**config.mk**
```make
export PLATFORM = sky130hd
export DESIGN_NAME = servo_angle_ramp_pwm_flat
export DESIGN_NICKNAME = d
export VERILOG_FILES = /design/src/sv/sarp_pkg.sv /design/src/sv/sarp_in_if.sv /design/src/sv/sarp_out_if.sv /design/src/sv/sarp_ctrl.sv /design/src/sv/sarp_dp.sv /design/src/sv/servo_angle_ramp_pwm.sv /design/src/flat_wrapper.sv
export SDC_FILE = /design/constraint.sdc
export NUM_CORES = 1
export LEC_CHECK = 0
export BUFFER_PORTS_ARGS = -buffer_cell sky130_fd_sc_hd__buf_2
export CORE_MARGIN = 2
export CORE_UTILIZATION = 40
export DETAILED_ROUTE_END_ITERATION = 8
export PLACE_DENSITY_LB_ADDON = 0.3
export SLEW_MARGIN = 20
export SYNTH_ARGS = -nofsm -noshare
export SYNTH_HDL_FRONTEND = slang
export SYNTH_SLANG_ARGS = --single-unit
```
**constraint.sdc**
```tcl
create_clock -name clk -period 16 [get_ports clk]
set_input_delay 3.2 -clock clk [delete_from_list [all_inputs] [get_ports clk]]
set_output_delay 3.2 -clock clk [all_outputs]
set_load 0.01 [all_outputs]
```
**src/sv/sarp_pkg.sv**
```systemverilog
// Shared types, constants and helpers for the servo angle ramp block.
package sarp_pkg;

  localparam int NUM_CHANNELS = 4;
  localparam int CH_W = 2;
  localparam int ANGLE_W = 8;
  localparam int STEP_W = 10;
  localparam int CMP_W = 12;
  localparam int STATUS_W = 2;

  localparam logic [ANGLE_W-1:0] ANGLE_MAX = 8'd180;
  localparam logic [ANGLE_W-1:0] HOME_ANGLE = 8'd60;
  localparam logic [STEP_W-1:0] STEP_TICKS_RESET = 10'd30;

  // 2000/180 = 100/9; x/9 is taken as (x*7282)>>16, exact for x below 18000.
  localparam int CMP_OFFSET = 499;
  localparam logic [19:0] CMP_RECIP = 20'd728200;
  localparam int CMP_SHIFT = 16;

  localparam logic FUNC_TICK = 1'b0;
  localparam logic FUNC_SET = 1'b1;

  localparam logic [STATUS_W-1:0] ST_STARTED = 2'd0;
  localparam logic [STATUS_W-1:0] ST_STEPPED = 2'd1;
  localparam logic [STATUS_W-1:0] ST_AT_TARGET = 2'd2;
  localparam logic [STATUS_W-1:0] ST_BUSY = 2'd3;

  localparam int PADDR_W = 3;
  localparam int PDATA_W = 32;
  localparam logic REG_STEP_TICKS = 1'b0;

  typedef struct packed {
    logic            latch_item;
    logic            do_set;
    logic            do_step;
    logic [CH_W-1:0] sel;
  } sarp_cmd_t;

  typedef struct packed {
    logic [NUM_CHANNELS-1:0] step_mask;
    logic                    out_free;
  } sarp_stat_t;

  function automatic logic [CMP_W-1:0] compare_for(input logic [ANGLE_W-1:0] angle);
    logic [27:0] prod;
    prod = 28'(angle) * 28'(CMP_RECIP);
    return CMP_W'(CMP_OFFSET) + CMP_W'(prod[27:CMP_SHIFT]);
  endfunction

endpackage

```
**src/sv/sarp_in_if.sv**
```systemverilog
// Input channel interface: command beats with valid/ready handshake.
interface sarp_in_if;
  logic                             valid;
  logic                             ready;
  logic                             func;
  logic [sarp_pkg::CH_W-1:0]        channel;
  logic [sarp_pkg::ANGLE_W-1:0]     target_angle;

  modport source (output valid, func, channel, target_angle, input ready);
  modport sink (input valid, func, channel, target_angle, output ready);
endinterface

```
**src/sv/sarp_out_if.sv**
```systemverilog
// Output channel interface: result beats with valid/ready handshake.
interface sarp_out_if;
  logic                              valid;
  logic                              ready;
  logic [sarp_pkg::CH_W-1:0]         out_channel;
  logic [sarp_pkg::CMP_W-1:0]        compare_value;
  logic [sarp_pkg::ANGLE_W-1:0]      position;
  logic [sarp_pkg::STATUS_W-1:0]     status;
  logic                              last;

  modport source (output valid, out_channel, compare_value, position, status, last,
                  input ready);
  modport sink (input valid, out_channel, compare_value, position, status, last,
                output ready);
endinterface

```
**src/sv/sarp_ctrl.sv**
```systemverilog
// Controller state machine: accepts commands and sequences the channel scan.
module sarp_ctrl (
  input  logic                 clk,
  input  logic                 rst,
  input  logic                 cmd_valid,
  output logic                 cmd_ready,
  input  logic                 cmd_func,
  input  sarp_pkg::sarp_stat_t stat,
  output sarp_pkg::sarp_cmd_t  ctl
);

  typedef enum logic [2:0] {
    S_IDLE = 3'b001,
    S_SET  = 3'b010,
    S_TICK = 3'b100
  } state_t;

  state_t                    state, state_next;
  logic [sarp_pkg::CH_W-1:0] idx, idx_next;

  always_ff @(posedge clk) begin
    if (rst) begin
      state <= S_IDLE;
      idx   <= '0;
    end else begin
      state <= state_next;
      idx   <= idx_next;
    end
  end

  always_comb begin
    state_next     = state;
    idx_next       = idx;
    cmd_ready      = 1'b0;
    ctl.latch_item = 1'b0;
    ctl.do_set     = 1'b0;
    ctl.do_step    = 1'b0;
    ctl.sel        = idx;
    case (state)
      S_IDLE: begin
        cmd_ready = 1'b1;
        if (cmd_valid) begin
          ctl.latch_item = 1'b1;
          idx_next       = '0;
          state_next     = (cmd_func == sarp_pkg::FUNC_SET) ? S_SET : S_TICK;
        end
      end
      S_SET: begin
        if (stat.out_free) begin
          ctl.do_set = 1'b1;
          state_next = S_IDLE;
        end
      end
      S_TICK: begin
        if (!stat.step_mask[idx] || stat.out_free) begin
          ctl.do_step = stat.step_mask[idx];
          if (idx == sarp_pkg::CH_W'(sarp_pkg::NUM_CHANNELS - 1)) begin
            state_next = S_IDLE;
          end else begin
            idx_next = idx + 1'b1;
          end
        end
      end
      default: begin
        state_next = S_IDLE;
      end
    endcase
  end

endmodule

```
**src/sv/sarp_dp.sv**
```systemverilog
// Datapath: channel state, step register, item latch and output register.
module sarp_dp (
  input  logic                             clk,
  input  logic                             rst,
  input  sarp_pkg::sarp_cmd_t              ctl,
  output sarp_pkg::sarp_stat_t             stat,
  input  logic                             cmd_func,
  input  logic [sarp_pkg::CH_W-1:0]        cmd_channel,
  input  logic [sarp_pkg::ANGLE_W-1:0]     cmd_target_angle,
  input  logic                             cfg_we,
  input  logic [sarp_pkg::STEP_W-1:0]      cfg_step_ticks,
  output logic [sarp_pkg::STEP_W-1:0]      step_ticks,
  output logic                             res_valid,
  input  logic                             res_ready,
  output logic [sarp_pkg::CH_W-1:0]        res_channel,
  output logic [sarp_pkg::CMP_W-1:0]       res_compare,
  output logic [sarp_pkg::ANGLE_W-1:0]     res_position,
  output logic [sarp_pkg::STATUS_W-1:0]    res_status,
  output logic                             res_last
);

  localparam int N = sarp_pkg::NUM_CHANNELS;

  logic [sarp_pkg::ANGLE_W-1:0] cur [N];
  logic [sarp_pkg::ANGLE_W-1:0] goal [N];
  logic [sarp_pkg::STEP_W-1:0]  cnt [N];
  logic [N-1:0]                 step_mask;

  logic [sarp_pkg::CH_W-1:0]    item_channel;
  logic [sarp_pkg::ANGLE_W-1:0] item_target;

  logic [sarp_pkg::STEP_W-1:0]  limit;
  logic [N-1:0]                 moving;
  logic [N-1:0]                 will_step;
  logic [sarp_pkg::STEP_W-1:0]  cnt_inc [N];
  logic [sarp_pkg::ANGLE_W-1:0] tgt_clamped;
  logic [sarp_pkg::ANGLE_W-1:0] sel_cur;
  logic [sarp_pkg::ANGLE_W-1:0] sel_goal;
  logic [sarp_pkg::ANGLE_W-1:0] stepped_angle;
  logic [sarp_pkg::STATUS_W-1:0] set_status;
  logic                         later_steps;
  logic [sarp_pkg::CH_W-1:0]    addr;
  logic                         load;

  assign limit = (step_ticks == '0) ? sarp_pkg::STEP_W'(1) : step_ticks;

  always_comb begin
    for (int i = 0; i < N; i++) begin
      moving[i]    = cur[i] != goal[i];
      cnt_inc[i]   = cnt[i] + 1'b1;
      will_step[i] = moving[i] && (cnt_inc[i] >= limit);
    end
  end

  assign addr     = ctl.do_set ? item_channel : ctl.sel;
  assign sel_cur  = cur[addr];
  assign sel_goal = goal[addr];

  assign tgt_clamped = (item_target > sarp_pkg::ANGLE_MAX) ? sarp_pkg::ANGLE_MAX : item_target;

  always_comb begin
    if (sel_cur != sel_goal) begin
      set_status = sarp_pkg::ST_BUSY;
    end else if (tgt_clamped == sel_cur) begin
      set_status = sarp_pkg::ST_AT_TARGET;
    end else begin
      set_status = sarp_pkg::ST_STARTED;
    end
  end

  always_comb begin
    if (sel_cur < sel_goal) begin
      stepped_angle = sel_cur + 1'b1;
    end else if (sel_cur != '0) begin
      stepped_angle = sel_cur - 1'b1;
    end else begin
      stepped_angle = sel_cur;
    end
  end

  always_comb begin
    later_steps = 1'b0;
    for (int j = 0; j < N; j++) begin
      if (sarp_pkg::CH_W'(j) > ctl.sel) begin
        later_steps = later_steps | step_mask[j];
      end
    end
  end

  assign load = ctl.do_set || ctl.do_step;

  always_ff @(posedge clk) begin
    if (rst) begin
      step_ticks <= sarp_pkg::STEP_TICKS_RESET;
    end else if (cfg_we) begin
      step_ticks <= cfg_step_ticks;
    end
  end

  always_ff @(posedge clk) begin
    if (rst) begin
      for (int i = 0; i < N; i++) begin
        cur[i]  <= sarp_pkg::HOME_ANGLE;
        goal[i] <= sarp_pkg::HOME_ANGLE;
        cnt[i]  <= '0;
      end
      step_mask <= '0;
    end else begin
      if (ctl.latch_item && cmd_func == sarp_pkg::FUNC_TICK) begin
        step_mask <= will_step;
        for (int i = 0; i < N; i++) begin
          if (will_step[i]) begin
            cnt[i] <= '0;
          end else if (moving[i]) begin
            cnt[i] <= cnt_inc[i];
          end
        end
      end
      if (ctl.do_set && set_status == sarp_pkg::ST_STARTED) begin
        goal[addr] <= tgt_clamped;
        cnt[addr]  <= '0;
      end
      if (ctl.do_step) begin
        cur[addr] <= stepped_angle;
      end
    end
  end

  always_ff @(posedge clk) begin
    if (ctl.latch_item) begin
      item_channel <= cmd_channel;
      item_target  <= cmd_target_angle;
    end
  end

  always_ff @(posedge clk) begin
    if (rst) begin
      res_valid <= 1'b0;
    end else if (load) begin
      res_valid <= 1'b1;
    end else if (res_ready) begin
      res_valid <= 1'b0;
    end
  end

  always_ff @(posedge clk) begin
    if (load) begin
      res_channel <= addr;
      if (ctl.do_set) begin
        res_position <= sel_cur;
        res_compare  <= sarp_pkg::compare_for(sel_cur);
        res_status   <= set_status;
        res_last     <= 1'b1;
      end else begin
        res_position <= stepped_angle;
        res_compare  <= sarp_pkg::compare_for(stepped_angle);
        res_status   <= sarp_pkg::ST_STEPPED;
        res_last     <= !later_steps;
      end
    end
  end

  assign stat.step_mask = step_mask;
  assign stat.out_free  = !res_valid || res_ready;

endmodule

```
**src/sv/servo_angle_ramp_pwm.sv**
```systemverilog
// Top level of the four-channel servo angle ramp with PWM compare output.
//
// Commands arrive as beats on cmd. A set-target beat (func = 1) clamps the
// angle to 180 and yields exactly one result beat on res: ramp started,
// already at target, or refused because the channel is still moving.
// A tick beat (func = 0) advances every moving channel's tick counter and
// yields one result beat for each channel that steps one degree, from
// channel 0 upward; it may yield none. The last result of a command has
// last set. Each result carries 499 + position*2000/180 as compare_value.
// A set-target beat occupies the block through the SET state and a tick beat
// through the TICK scan, which visits the channels in turn by the scan counter;
// cmd.ready is high only while the controller is idle.
// The result of a set-target beat is loaded into the result register in SET,
// and the result for the step of channel k when the scan reaches channel k.
// The result register lets the next command be taken while a result is
// still waiting; while a result waits and res.ready is low the scan holds
// at a stepping channel until its result can be loaded, so no beat is dropped.
// Reset puts every channel at 60 degrees, idle, with step_ticks at 30.
// step_ticks is written over the APB port at address 0; zero acts as one.
module servo_angle_ramp_pwm (
  input  logic                               clk,
  input  logic                               rst,
  sarp_in_if.sink                            cmd,
  sarp_out_if.source                         res,
  input  logic                               psel,
  input  logic                               penable,
  input  logic                               pwrite,
  input  logic [sarp_pkg::PADDR_W-1:0]       paddr,
  input  logic [sarp_pkg::PDATA_W-1:0]       pwdata,
  output logic [sarp_pkg::PDATA_W-1:0]       prdata,
  output logic                               pready
);

  sarp_pkg::sarp_cmd_t               ctl;
  sarp_pkg::sarp_stat_t              stat;
  logic                              cfg_we;
  logic [sarp_pkg::STEP_W-1:0]       step_ticks;

  assign pready = 1'b1;
  assign cfg_we = psel && penable && pwrite && (paddr[2] == sarp_pkg::REG_STEP_TICKS);
  assign prdata = (paddr[2] == sarp_pkg::REG_STEP_TICKS) ?
                  sarp_pkg::PDATA_W'(step_ticks) : '0;

  sarp_ctrl u_ctrl (
    .clk       (clk),
    .rst       (rst),
    .cmd_valid (cmd.valid),
    .cmd_ready (cmd.ready),
    .cmd_func  (cmd.func),
    .stat      (stat),
    .ctl       (ctl)
  );

  sarp_dp u_dp (
    .clk              (clk),
    .rst              (rst),
    .ctl              (ctl),
    .stat             (stat),
    .cmd_func         (cmd.func),
    .cmd_channel      (cmd.channel),
    .cmd_target_angle (cmd.target_angle),
    .cfg_we           (cfg_we),
    .cfg_step_ticks   (pwdata[sarp_pkg::STEP_W-1:0]),
    .step_ticks       (step_ticks),
    .res_valid        (res.valid),
    .res_ready        (res.ready),
    .res_channel      (res.out_channel),
    .res_compare      (res.compare_value),
    .res_position     (res.position),
    .res_status       (res.status),
    .res_last         (res.last)
  );

endmodule

```
**src/flat_wrapper.sv**
```systemverilog
// flat-port wrapper written by rule: the top's interface ports become plain ports
module servo_angle_ramp_pwm_flat 
  (clk, rst, psel, penable, pwrite, paddr, pwdata, prdata, pready, cmd_valid, cmd_func, cmd_channel, cmd_target_angle, cmd_ready, res_valid, res_out_channel, res_compare_value, res_position, res_status, res_last, res_ready);
  sarp_in_if cmd_i ();
  sarp_out_if res_i ();
  input  logic clk;
  input  logic rst;
  input  logic psel;
  input  logic penable;
  input  logic pwrite;
  input  logic [sarp_pkg::PADDR_W-1:0] paddr;
  input  logic [sarp_pkg::PDATA_W-1:0] pwdata;
  output logic [sarp_pkg::PDATA_W-1:0] prdata;
  output logic pready;
  input wire logic [$bits(cmd_i.valid)-1:0] cmd_valid;
  input wire logic [$bits(cmd_i.func)-1:0] cmd_func;
  input wire logic [$bits(cmd_i.channel)-1:0] cmd_channel;
  input wire logic [$bits(cmd_i.target_angle)-1:0] cmd_target_angle;
  output wire logic [$bits(cmd_i.ready)-1:0] cmd_ready;
  output wire logic [$bits(res_i.valid)-1:0] res_valid;
  output wire logic [$bits(res_i.out_channel)-1:0] res_out_channel;
  output wire logic [$bits(res_i.compare_value)-1:0] res_compare_value;
  output wire logic [$bits(res_i.position)-1:0] res_position;
  output wire logic [$bits(res_i.status)-1:0] res_status;
  output wire logic [$bits(res_i.last)-1:0] res_last;
  input wire logic [$bits(res_i.ready)-1:0] res_ready;
  assign cmd_i.valid = cmd_valid;
  assign cmd_i.func = cmd_func;
  assign cmd_i.channel = cmd_channel;
  assign cmd_i.target_angle = cmd_target_angle;
  assign cmd_ready = cmd_i.ready;
  assign res_valid = res_i.valid;
  assign res_out_channel = res_i.out_channel;
  assign res_compare_value = res_i.compare_value;
  assign res_position = res_i.position;
  assign res_status = res_i.status;
  assign res_last = res_i.last;
  assign res_i.ready = res_ready;
  servo_angle_ramp_pwm u_core (.clk(clk), .rst(rst), .cmd(cmd_i), .res(res_i), .psel(psel), .penable(penable), .pwrite(pwrite), .paddr(paddr), .pwdata(pwdata), .prdata(prdata), .pready(pready));
endmodule
```
### Word level (Yosys, flattened, before mapping)

Memories as Yosys holds them, arrays and structs flattened.
Index checks and enable logic that the tools add are counted.

* bits in registers: 55
* bits in writable memories: 104
* output and inout port bits: 60
* word-level logic and storage cells: 186
* memories kept: 3

Memories
* u_core.u_dp.cnt: words 4, width 10, read ports 4, clocked after Yosys merged registers in 0, write ports 4, line sarp_dp.sv:26 `logic [sarp_pkg::STEP_W-1:0] cnt [N];`
* u_core.u_dp.cur: words 4, width 8, read ports 5, clocked after Yosys merged registers in 0, write ports 4, line sarp_dp.sv:24 `logic [sarp_pkg::ANGLE_W-1:0] cur [N];`
* u_core.u_dp.goal: words 4, width 8, read ports 5, clocked after Yosys merged registers in 0, write ports 4, line sarp_dp.sv:25 `logic [sarp_pkg::ANGLE_W-1:0] goal [N];`

* add/sub/neg operators: 9
* multiply operators: 2
* order comparisons: 11
* eq/ne operators: 15
* multiplexer cells: 96
* bitwise logic cells: 13
* reduce and logical (&&, ||, !) cells: 25

Operator list (number)
* 2-to-1 mux 10 bit: 11
* 2-to-1 mux 1 bit: 61
* multiplier 8 x 17 -> 25 bit (second input constant): 2
* 2-to-1 mux 8 bit: 6
* adder 10 x 1 -> 10 bit (second input constant): 4
* greater-or-equal comparator 10 bit: 4
* != test 8 bit: 5
* adder 9 x 12 -> 12 bit (first input constant): 2
* 2-to-1 mux 2 bit: 9
* OR reduction 8 bit: 2
* 2-to-1 mux 3 bit: 5
* 2-to-1 mux 12 bit: 1
* bitwise OR 1 bit: 11
* logical NOT 10 bit: 1
* != test 2 bit (second input constant): 5
* OR reduction 10 bit: 1
* logical AND 1 bit: 9
* case mux 3 bit (3 select lines): 1
* adder 8 x 1 -> 8 bit (second input constant): 1
* == test 8 bit: 1
* > comparator 8 bit (second input constant): 1
* less-than comparator 8 bit: 1
* AND reduction 4 bit: 2
* nonzero test 8 bit: 1
* 16 further kinds: 24

### Logic depth before layout (Yosys ltp)

Gate-level depths: netlist (run 1).
An unclocked memory read counts as a cell.

* depth after elaboration: 16
* depth in mapped cells: 47
* mapped depth without buffers: 41

### Modules after synthesis

A second synthesis (run 1) with hierarchy kept.

* cells, all modules: 1392
* area, all modules: 13142.6 µm²

By module, submodules not included
* sarp_dp: times used 1, cells an instance 1319, area an instance 12508.2 µm², seq. area each 4073.9 µm²
* sarp_ctrl: times used 1, cells an instance 36, area an instance 335.3 µm², seq. area each 100.1 µm²
* servo_angle_ramp_pwm: times used 1, cells an instance 37, area an instance 299.0 µm², seq. area each 0.0 µm²

### Least setup slack after synthesis (run 1)

Ideal clock, no wire load.

* path kind: input -> register
* start: input port res_ready
* end: register u_core.u_dp.res_compare[7] in the netlist's numbering, data pin
* library setup time: 0.271 ns
* arrival: 12.117 ns
* required time: 15.729 ns
* setup slack: 3.612 ns
* stages: 40
* path buffers: 4
* path through: nand2b_1 -> buf_2 -> and3_1 -> buf_6 -> nor2_1 -> inv_1 -> clkbuf_1 -> nor2_1 -> nor2_1 -> o21ai_1 -> inv_1 -> ha_1 -> and3_1 -> and2_1 -> a32oi_1 -> a2111oi_0 -> o211ai_1 -> nand2_1 -> [... 4 more ...] -> ha_1 -> a21o_1 -> fa_1 -> inv_1 -> fa_1 -> fa_1 -> inv_1 -> ha_1 -> nand3_1 -> or3b_2 -> or4_1 -> mux2i_1 -> and2_1 -> nor4_1 -> nor3b_1 -> and2_1 -> nor2b_1 -> xnor2_1

* longest elaborated chain between the ends: 11
* elaborated cells on any way between the ends: 17

RTL lines
* from (decl): line flat_wrapper.sv:26 `input wire logic [$bits(res_i.ready)-1:0] res_ready;`
* logical OR 1 bit *: line sarp_dp.sv:164 `assign stat.out_free = !res_valid || res_ready;`
* 2-to-1 mux 1 bit *: line sarp_ctrl.sv:49 `if (stat.out_free) begin`
* 2-to-1 mux 1 bit *: line sarp_ctrl.sv:39 `case (state)`
* 2-to-1 mux 2 bit: line sarp_dp.sv:55 `assign addr = ctl.do_set ? item_channel : ctl.sel;`
* memory (4 x 8 bit)
* subtractor 8 x 1 -> 8 bit / nonzero test 8 bit (equally long branches): line sarp_dp.sv:75, sarp_dp.sv:74
* 2-to-1 mux 8 bit: line sarp_dp.sv:74 `end else if (sel_cur != '0) begin`
* 2-to-1 mux 8 bit: line sarp_dp.sv:72 `if (sel_cur < sel_goal) begin`
* multiplier 8 x 17 -> 25 bit: line sarp_pkg.sv:46 `prod = 28'(angle) * 28'(CMP_RECIP);`
* adder 9 x 12 -> 12 bit: line sarp_pkg.sv:47 `return CMP_W'(CMP_OFFSET) + CMP_W'(prod[27:CMP_SHIFT]);`
* 2-to-1 mux 12 bit *: line sarp_dp.sv:149 `if (ctl.do_set) begin`
* to (signal assigned): line sarp_dp.sv:151 `res_compare <= sarp_pkg::compare_for(sel_cur);`
* to (signal assigned): line sarp_dp.sv:156 `res_compare <= sarp_pkg::compare_for(stepped_angle);`
* to (decl): line sarp_dp.sv:16 `output logic [sarp_pkg::CMP_W-1:0] res_compare,`

Every way passes the cells marked *; elsewhere a longest branch is shown, timed or not.
A chain may end at the register's enable or synchronous reset.

### Final worst setup path (run 1)

* start: input port res_ready
* end: register u_core.u_dp.res_compare[10] in the netlist's numbering, data pin

Same word-level chain as after synthesis.

==> results of run 1 <==
[metrics by stage]
step | worst slack, ns | utilization, %
after detailed placement | 1.825 | 42.37
after CTS | 2.304 | 44.12
final | 2.152 | 44.14
after global placement | 2.050 | 42.37
after global routing | 1.484 | 44.14
after floorplan | 3.612 | -
[registers in the layout, summed over array words and instances (netlist names)]
signal,flops
u_core.u_ctrl.idx,2
u_core.u_ctrl.state,3
u_core.u_dp.cnt,40
u_core.u_dp.cur,32
u_core.u_dp.goal,32
u_core.u_dp.item_channel,2
u_core.u_dp.item_target,8
u_core.u_dp.res_channel,2
u_core.u_dp.res_compare,12
u_core.u_dp.res_last,1
u_core.u_dp.res_position,8
u_core.u_dp.res_status,2
u_core.u_dp.res_valid,1
u_core.u_dp.step_mask,4
u_core.u_dp.step_ticks,10
[cells in the mapped netlist (all sizes together), types with 17 or more instances]
master / number
nand3: 47
xor2: 54
a22oi: 40
nand2: 137
buf: 44
clkbuf: 31
nor2b: 25
xnor2: 54
nor3: 22
and3: 19
o21ai: 40
edfxtp: 99
dfxtp: 60
a21oi: 70
inv: 148
fa: 37
ha: 169
mux2i: 17
nor2: 165
nand2b: 20
a21o: 40
[metal layers]
| metal | up-vias | share of wire [%] |
|---|---|---|
| met2 | 377 | 47 |
| met1 | 5350 | 44 |
| met4 | 0 | 2.7 |
| li1 | 5416 | - |
| met5 | - | 0 |
| met3 | 64 | 6.0 |
[power groups by stage]
stage                     clock network, uW  logic, uW  registers, uW
after CTS                               431       2590            561
after floorplan                           0       2020            569
after global placement                    0       2540            569
final                                   425       2600            561
after detailed placement                  0       2560            570
after global routing                    447       2940            562
[worst reg2reg max path, delay by kind of cell, from the launching register on]
family	cells	cell delay, ns
simple gates	9	3.69
fa+ha+maj	6	2.65
compound gates	11	2.41
buf+inv	7	1.29
xor+xnor	2	0.64
flops	1	0.54
[cells by family (layout without fill, tap and decap cells)]
| logic type | after synthesis | after routing |
|---|---|---|
| AOI/OAI and AO/OA | 294 | 294 |
| xor gates and xnor gates | 108 | 108 |
| adders and majority gates | 206 | 206 |
| buffers and inverters | 226 | 263 |
| DFF | 159 | 159 |
| muxes | 28 | 28 |
| other | 2 | 23 |
| and+or+nand+nor | 501 | 501 |
[area by class of cell]
type	count	area, um^2
Clock inverter	14	172.7
Timing Repair Buffer	80	437.9
Sequential cell	159	4174
Fill cell	3353	19150
Multi-Input combinational cell	1160	8781
Inverter	151	569.3
Tap cell	455	569.3
Clock buffer	18	429.2
[worst max path at each step]
stage	cells after the start	start	slack (ns)	end
2_1_floorplan	40	res_ready	3.61	u_core.u_dp.res_compare[7]
3_3_place_gp	36	res_ready	2.05	u_core.u_dp.res_compare[10]
3_5_place_dp	36	res_ready	1.83	u_core.u_dp.res_compare[10]
4_1_cts	36	res_ready	2.30	u_core.u_dp.res_compare[10]
5_1_grt	36	res_ready	1.48	u_core.u_dp.res_compare[10]
6_report	36	res_ready	2.15	u_core.u_dp.res_compare[10]
==> impl_metrics.toml, run 1 <==
[run_status]
status = "finished clean"

[synth]
synth-simple-area-share_pct = 17.28
synthDominantCellAreaShare_pct = 21.47
synth_enable_flop_cells = 99
post-synth-top-area-cell = "sky130_fd_sc_hd__edfxtp_1"
synth_xor_area_share_pct = 6.832
synth-main-ff-cell = "sky130_fd_sc_hd__edfxtp_1"
netlist-cell-type-count = 95
yosys_warnings = 0
synth_top_family_by_area = "adder cells"
synth.top_cells.by_area = "sky130_fd_sc_hd__edfxtp_1, sky130_fd_sc_hd__ha_1, sky130_fd_sc_hd__dfxtp_1"
synth_async_sr_flop_share_pct = 0
synth_area_per_cell_um2 = 9.085
post_synthesis_register_bit_count = 159
synth_seq_area_share_pct = 30.15
synth_compound_area_share_pct = 15.30
synth_mux_area_share_pct = 2.693
synth_adder_area_share_pct = 20.62
netlist_area_mm2 = 0.01385
syn-instance-count = 1524

[hold_path]
worst_hold_path_type = "flip-flop to flip-flop"
min_delay_path_depth = 2
hold_path_end = "u_core.u_dp.step_ticks[5]"
timing.hold.worst.start = "u_core.u_dp.step_ticks[5]"

[critical_path]
crit_path_top_delay_cell = "sky130_fd_sc_hd__nor2_1"
cp_slowest_stage_delay_ns = 0.74
critical_path_class = "primary input to flip-flop"
crit_path_max_fanout = 18
critical_path.reg2reg.startpoint = "u_core.u_ctrl.state[1]"
start_kind = "primary input"
r2r_end = "u_core.u_dp.res_compare[10]"
cp.buffers_inverters = 8
worstRegToRegCells = 35
worst_setup_path_end_kind = "flip-flop"
path_delay_family = "simple AND/OR/NAND/NOR gates"
reg2reg_setup_slack_ns = 4.52
worstPathRequired_ns = 16.19
worst-endpoint-arrival_ns = 14.04
critical-path-top-cell-by-count = "sky130_fd_sc_hd__inv_1"

[clock_network]
cts_root_buf = "sky130_fd_sc_hd__clkbuf_16"
cts_max_level = 4
tritoncts_buffers = 17
cts.reportedPaths.clkPinSlew_ns = 0.07
holdBufCountCts = 0
tritoncts = "built"
clk_lat_worst_skew_ns = 0.45
cts_num_sinks = 159
max-clock-path-buffers = 2
postCtsSetupRepairBufs = 0
post_cts.resized_instances = 0

[timing]
rsz_0062_raised_after_global_routing = "false"
max_freq_ghz = 0.07221
hold_ws_ns = 0.4752
setup-tns-final_ns = 0
timing.max_slew.rel_slack_pct = 36.81
finClkSkew_ns = 0.01554
final_period_utilization_pct = 86.55
finalMaxSlewViolations = 0
transition_time_at_the_pin_with_the_least_slew_margin_ns = 0.9479
final_hold_viol_count = 0
report.final.setup_viol = 0
min_tclk_post_route_ns = 13.85

[final_layout]
area_growth_pct = 9.299
most_used_cells_in_the_layout_excluding_fill_and_tap_cells = "sky130_fd_sc_hd__ha_1, sky130_fd_sc_hd__nor2_1, sky130_fd_sc_hd__inv_1, sky130_fd_sc_hd__nand2_1, sky130_fd_sc_hd__edfxtp_1"
final_area_mm2 = 0.01513
design.final.nets = 1828
drive_gt1_share_pct = 9.987
leading_cell_type_in_the_layout_fill_and_taps_excluded = "sky130_fd_sc_hd__ha_1"
layoutNonFillerInstCount = 2037
diodes = 0

[route]
num_vias = 11210
route.detailed.drc = 0
viasPerCell = 5.502
postRouteAntennaNets = 0
drt_first_iter_violations = 803
detailedRoute.firstPassIterationCount = 7
routedWlPerCell_um = 18.35
totalWireLength_um = 37380

[floorplan]
die_height_um = 190.1
start_util_pct = 40.38
row_count = 68
fp.dieW_um = 190.1
dieArea_mm2 = 0.03612
top_level_ports = 113
fp.coreArea_mm2 = 0.03429

[place]
gp_routability_congestion = 0.9441
postPlaceCellArea_mm2 = 0.01453
dp_hpwl_um = 28890
dp.cells = 2005
buffer_ports.inserted = 65

[global_route]
grt_max_degree = 38
gr-usage-met2_pct = 34.62
grt_pass1_vias = 10760
gr-usage-met1_pct = 27.57
use_met3_pct = 3.671
grt.busiest_layer = "met2"
grt_pass1_wl_um = 58750
grt_use_total_pct = 20.95
grt_overflow_total = 0
antenna_found_initial = 0

[pwr]
p_switching_uw = 1753
cellPowerDensity_mw_per_mm2 = 236.7
power_leakage_uw = 0.006857
power_switching_share_pct = 48.95
pwr-share-clk_pct = 11.9
part_of_the_power_in_combinational_logic_pct = 72.5
design_power_total_uw = 3582
power_report.internal_total_uw = 1829
power.ir.vdd_worst_mv = 0.2746
seq_power_share_pct = 15.7

[run]
timing.max_cap.violations = 0
Power figures use the tool's default switching activity.
==> run 2, diff against run 1 <==
--- a/config.mk
+++ b/config.mk
@@ -10,6 +10,7 @@
 export CORE_UTILIZATION = 40
 export DETAILED_ROUTE_END_ITERATION = 8
 export PLACE_DENSITY_LB_ADDON = 0.3
+export RECOVER_POWER = 50
 export SLEW_MARGIN = 20
 export SYNTH_ARGS = -nofsm -noshare
 export SYNTH_HDL_FRONTEND = slang
==> impl_metrics.toml, run 2 (synthesis results as in run 1) <==
[clock_network]
max-clock-path-buffers = 2
post_cts.resized_instances = 0
clk_lat_worst_skew_ns = 0.45
cts_num_sinks = 159
tritoncts_buffers = 17
tritoncts = "built"
cts.reportedPaths.clkPinSlew_ns = 0.07
cts_max_level = 4
cts_root_buf = "sky130_fd_sc_hd__clkbuf_16"
holdBufCountCts = 0
postCtsSetupRepairBufs = 0

[timing]
rsz_0062_raised_after_global_routing = "false"
report.final.setup_viol = 0
setup-tns-final_ns = 0
timing.max_slew.rel_slack_pct = 3.106
finalMaxSlewViolations = 0
final_period_utilization_pct = 88.19
hold_ws_ns = 0.4774
finClkSkew_ns = 0.01457
min_tclk_post_route_ns = 14.11
transition_time_at_the_pin_with_the_least_slew_margin_ns = 1.453
max_freq_ghz = 0.07087
final_hold_viol_count = 0

[route]
routedWlPerCell_um = 18.35
viasPerCell = 5.492
drt_first_iter_violations = 827
wl_met2_um = 17590
met3WireLength_um = 2183
num_vias = 11190
route.detailed.drc = 0
highest_signal_layer = "met4"
postRouteAntennaNets = 0
detailedRoute.firstPassIterationCount = 7
detail_route.wirelength.met1_um = 16560
totalWireLength_um = 37390

[floorplan]
die_height_um = 190.1
start_util_pct = 40.38
dieArea_mm2 = 0.03612
top_level_ports = 113
fp.dieW_um = 190.1
fp.coreArea_mm2 = 0.03429
row_count = 68

[final_layout]
area_growth_pct = 8.720
drive_gt1_share_pct = 7.080
utilization_pct = 43.90
diodes = 0
final-seq-area_mm2 = 0.004174
num-fill-cells = 3380
leading_cell_type_in_the_layout_fill_and_taps_excluded = "sky130_fd_sc_hd__ha_1"
largestRegisters = "u_core.u_dp.cnt (40), u_core.u_dp.cur (32), u_core.u_dp.goal (32)"
design.final.nets = 1828
final_area_mm2 = 0.01505
multi_input_comb_area_mm2 = 0.008761
most_used_cells_in_the_layout_excluding_fill_and_tap_cells = "sky130_fd_sc_hd__ha_1, sky130_fd_sc_hd__nor2_1, sky130_fd_sc_hd__inv_1, sky130_fd_sc_hd__nand2_1, sky130_fd_sc_hd__edfxtp_1"
largest_register_ff_count = 40
max_flop_register = "u_core.u_dp.cnt"

[run]
timing.max_cap.violations = 0

[place]
buffer_ports.inserted = 65
gp_routability_congestion = 0.9441
postPlaceCellArea_mm2 = 0.01453
dp_hpwl_um = 28890

[critical_path]
crit_start = "res_ready"
crit_path_top_delay_cell = "sky130_fd_sc_hd__a2111oi_0"
cp_slowest_stage_delay_ns = 0.80
worst-endpoint-arrival_ns = 14.30
critical-path-top-cell-by-count = "sky130_fd_sc_hd__inv_1"
critical_path_class = "primary input to flip-flop"
r2r_end = "u_core.u_dp.res_compare[10]"
start_kind = "primary input"
critical_path.reg2reg.startpoint = "u_core.u_ctrl.state[1]"
worst_setup_path_end_kind = "flip-flop"
worstRegToRegCells = 35
crit_path_max_fanout = 18
timing.critical_path.to = "u_core.u_dp.res_compare[10]"
reg2reg_setup_slack_ns = 4.27
worstPathRequired_ns = 16.19

[hold_path]
worst_hold_path_type = "flip-flop to flip-flop"
min_delay_path_depth = 2

[pwr]
power.ir.vdd_worst_mv = 0.2726
cellPowerDensity_mw_per_mm2 = 237.9
power_leakage_uw = 0.006717

[global_route]
grt_use_total_pct = 20.95
grt_pass1_wl_um = 58750
grt_pass1_vias = 10760
antenna_found_initial = 0
grt_max_degree = 38
grt_overflow_total = 0

[run_status]
status = "finished clean"
==> run 2: cell count changes in the layout (fill, tap and decap cells not counted), moves of 3 or more <==
cell / change
sky130_fd_sc_hd__buf_4: -3
sky130_fd_sc_hd__clkbuf_1: +42
sky130_fd_sc_hd__buf_2: -39
sky130_fd_sc_hd__and2_0: +3
sky130_fd_sc_hd__and2_1: -3
==> run 2: worst min path at each step <==
| stage | startpoint | end | slack, ns |
|---|---|---|---|
| 2_1_floorplan | u_core.u_dp.step_ticks[5] | u_core.u_dp.step_ticks[5] | 0.44 |
| 3_3_place_gp | u_core.u_dp.step_ticks[5] | u_core.u_dp.step_ticks[5] | 0.44 |
| 3_5_place_dp | u_core.u_dp.step_ticks[5] | u_core.u_dp.step_ticks[5] | 0.46 |
| 4_1_cts | u_core.u_dp.step_ticks[5] | u_core.u_dp.step_ticks[5] | 0.47 |
| 5_1_grt | u_core.u_dp.step_ticks[5] | u_core.u_dp.step_ticks[5] | 0.47 |
| 6_report | u_core.u_dp.step_ticks[5] | u_core.u_dp.step_ticks[5] | 0.48 |
==> run 2: per-layer routing <==
layer,global-route usage (%),vias up
met5,0,-
met4,7.394,0
met3,3.671,68
met2,34.62,363
met1,27.57,5342
li1,-,5414
==> run 2: area by class of cell <==
cell class / count / share of cell area, %
Inverter: 151 / 3.782
Timing Repair Buffer: 80 / 2.510
Sequential cell: 159 / 27.73
Clock inverter: 14 / 1.147
Tap cell: 455 / 3.782
Clock buffer: 18 / 2.851
Multi-Input combinational cell: 1160 / 58.20
==> run 2: report_power, final <==
group          internal [uW]  switching (uW)  total, uW  leakage [uW]
Combinational           1040            1550       2590       0.00508
Sequential               548            13.3        561       0.00136
Clock                    235             190        425      0.000281
==> run 2: worst max-delay path, delay by kind of cell <==
family                     cells  cell delay (ns)
adders and majority gates      6             2.74
xor gates and xnor gates       2             0.63
and+or+nand+nor               11             3.64
buffers and inverters          8             1.56
AOI/OAI and AO/OA              9             2.52
==> run 2: per-stage QoR <==
stage | setup slack (ns) | total power, uW | instances
after floorplan | 3.612 | 2591 | 1545
after global placement | 2.050 | 3108 | 2005
after detailed placement | 1.825 | 3135 | 2005
after CTS | 2.304 | 3579 | 2037
after global routing | 1.070 | 3948 | 2037
final | 1.889 | 3581 | 2037
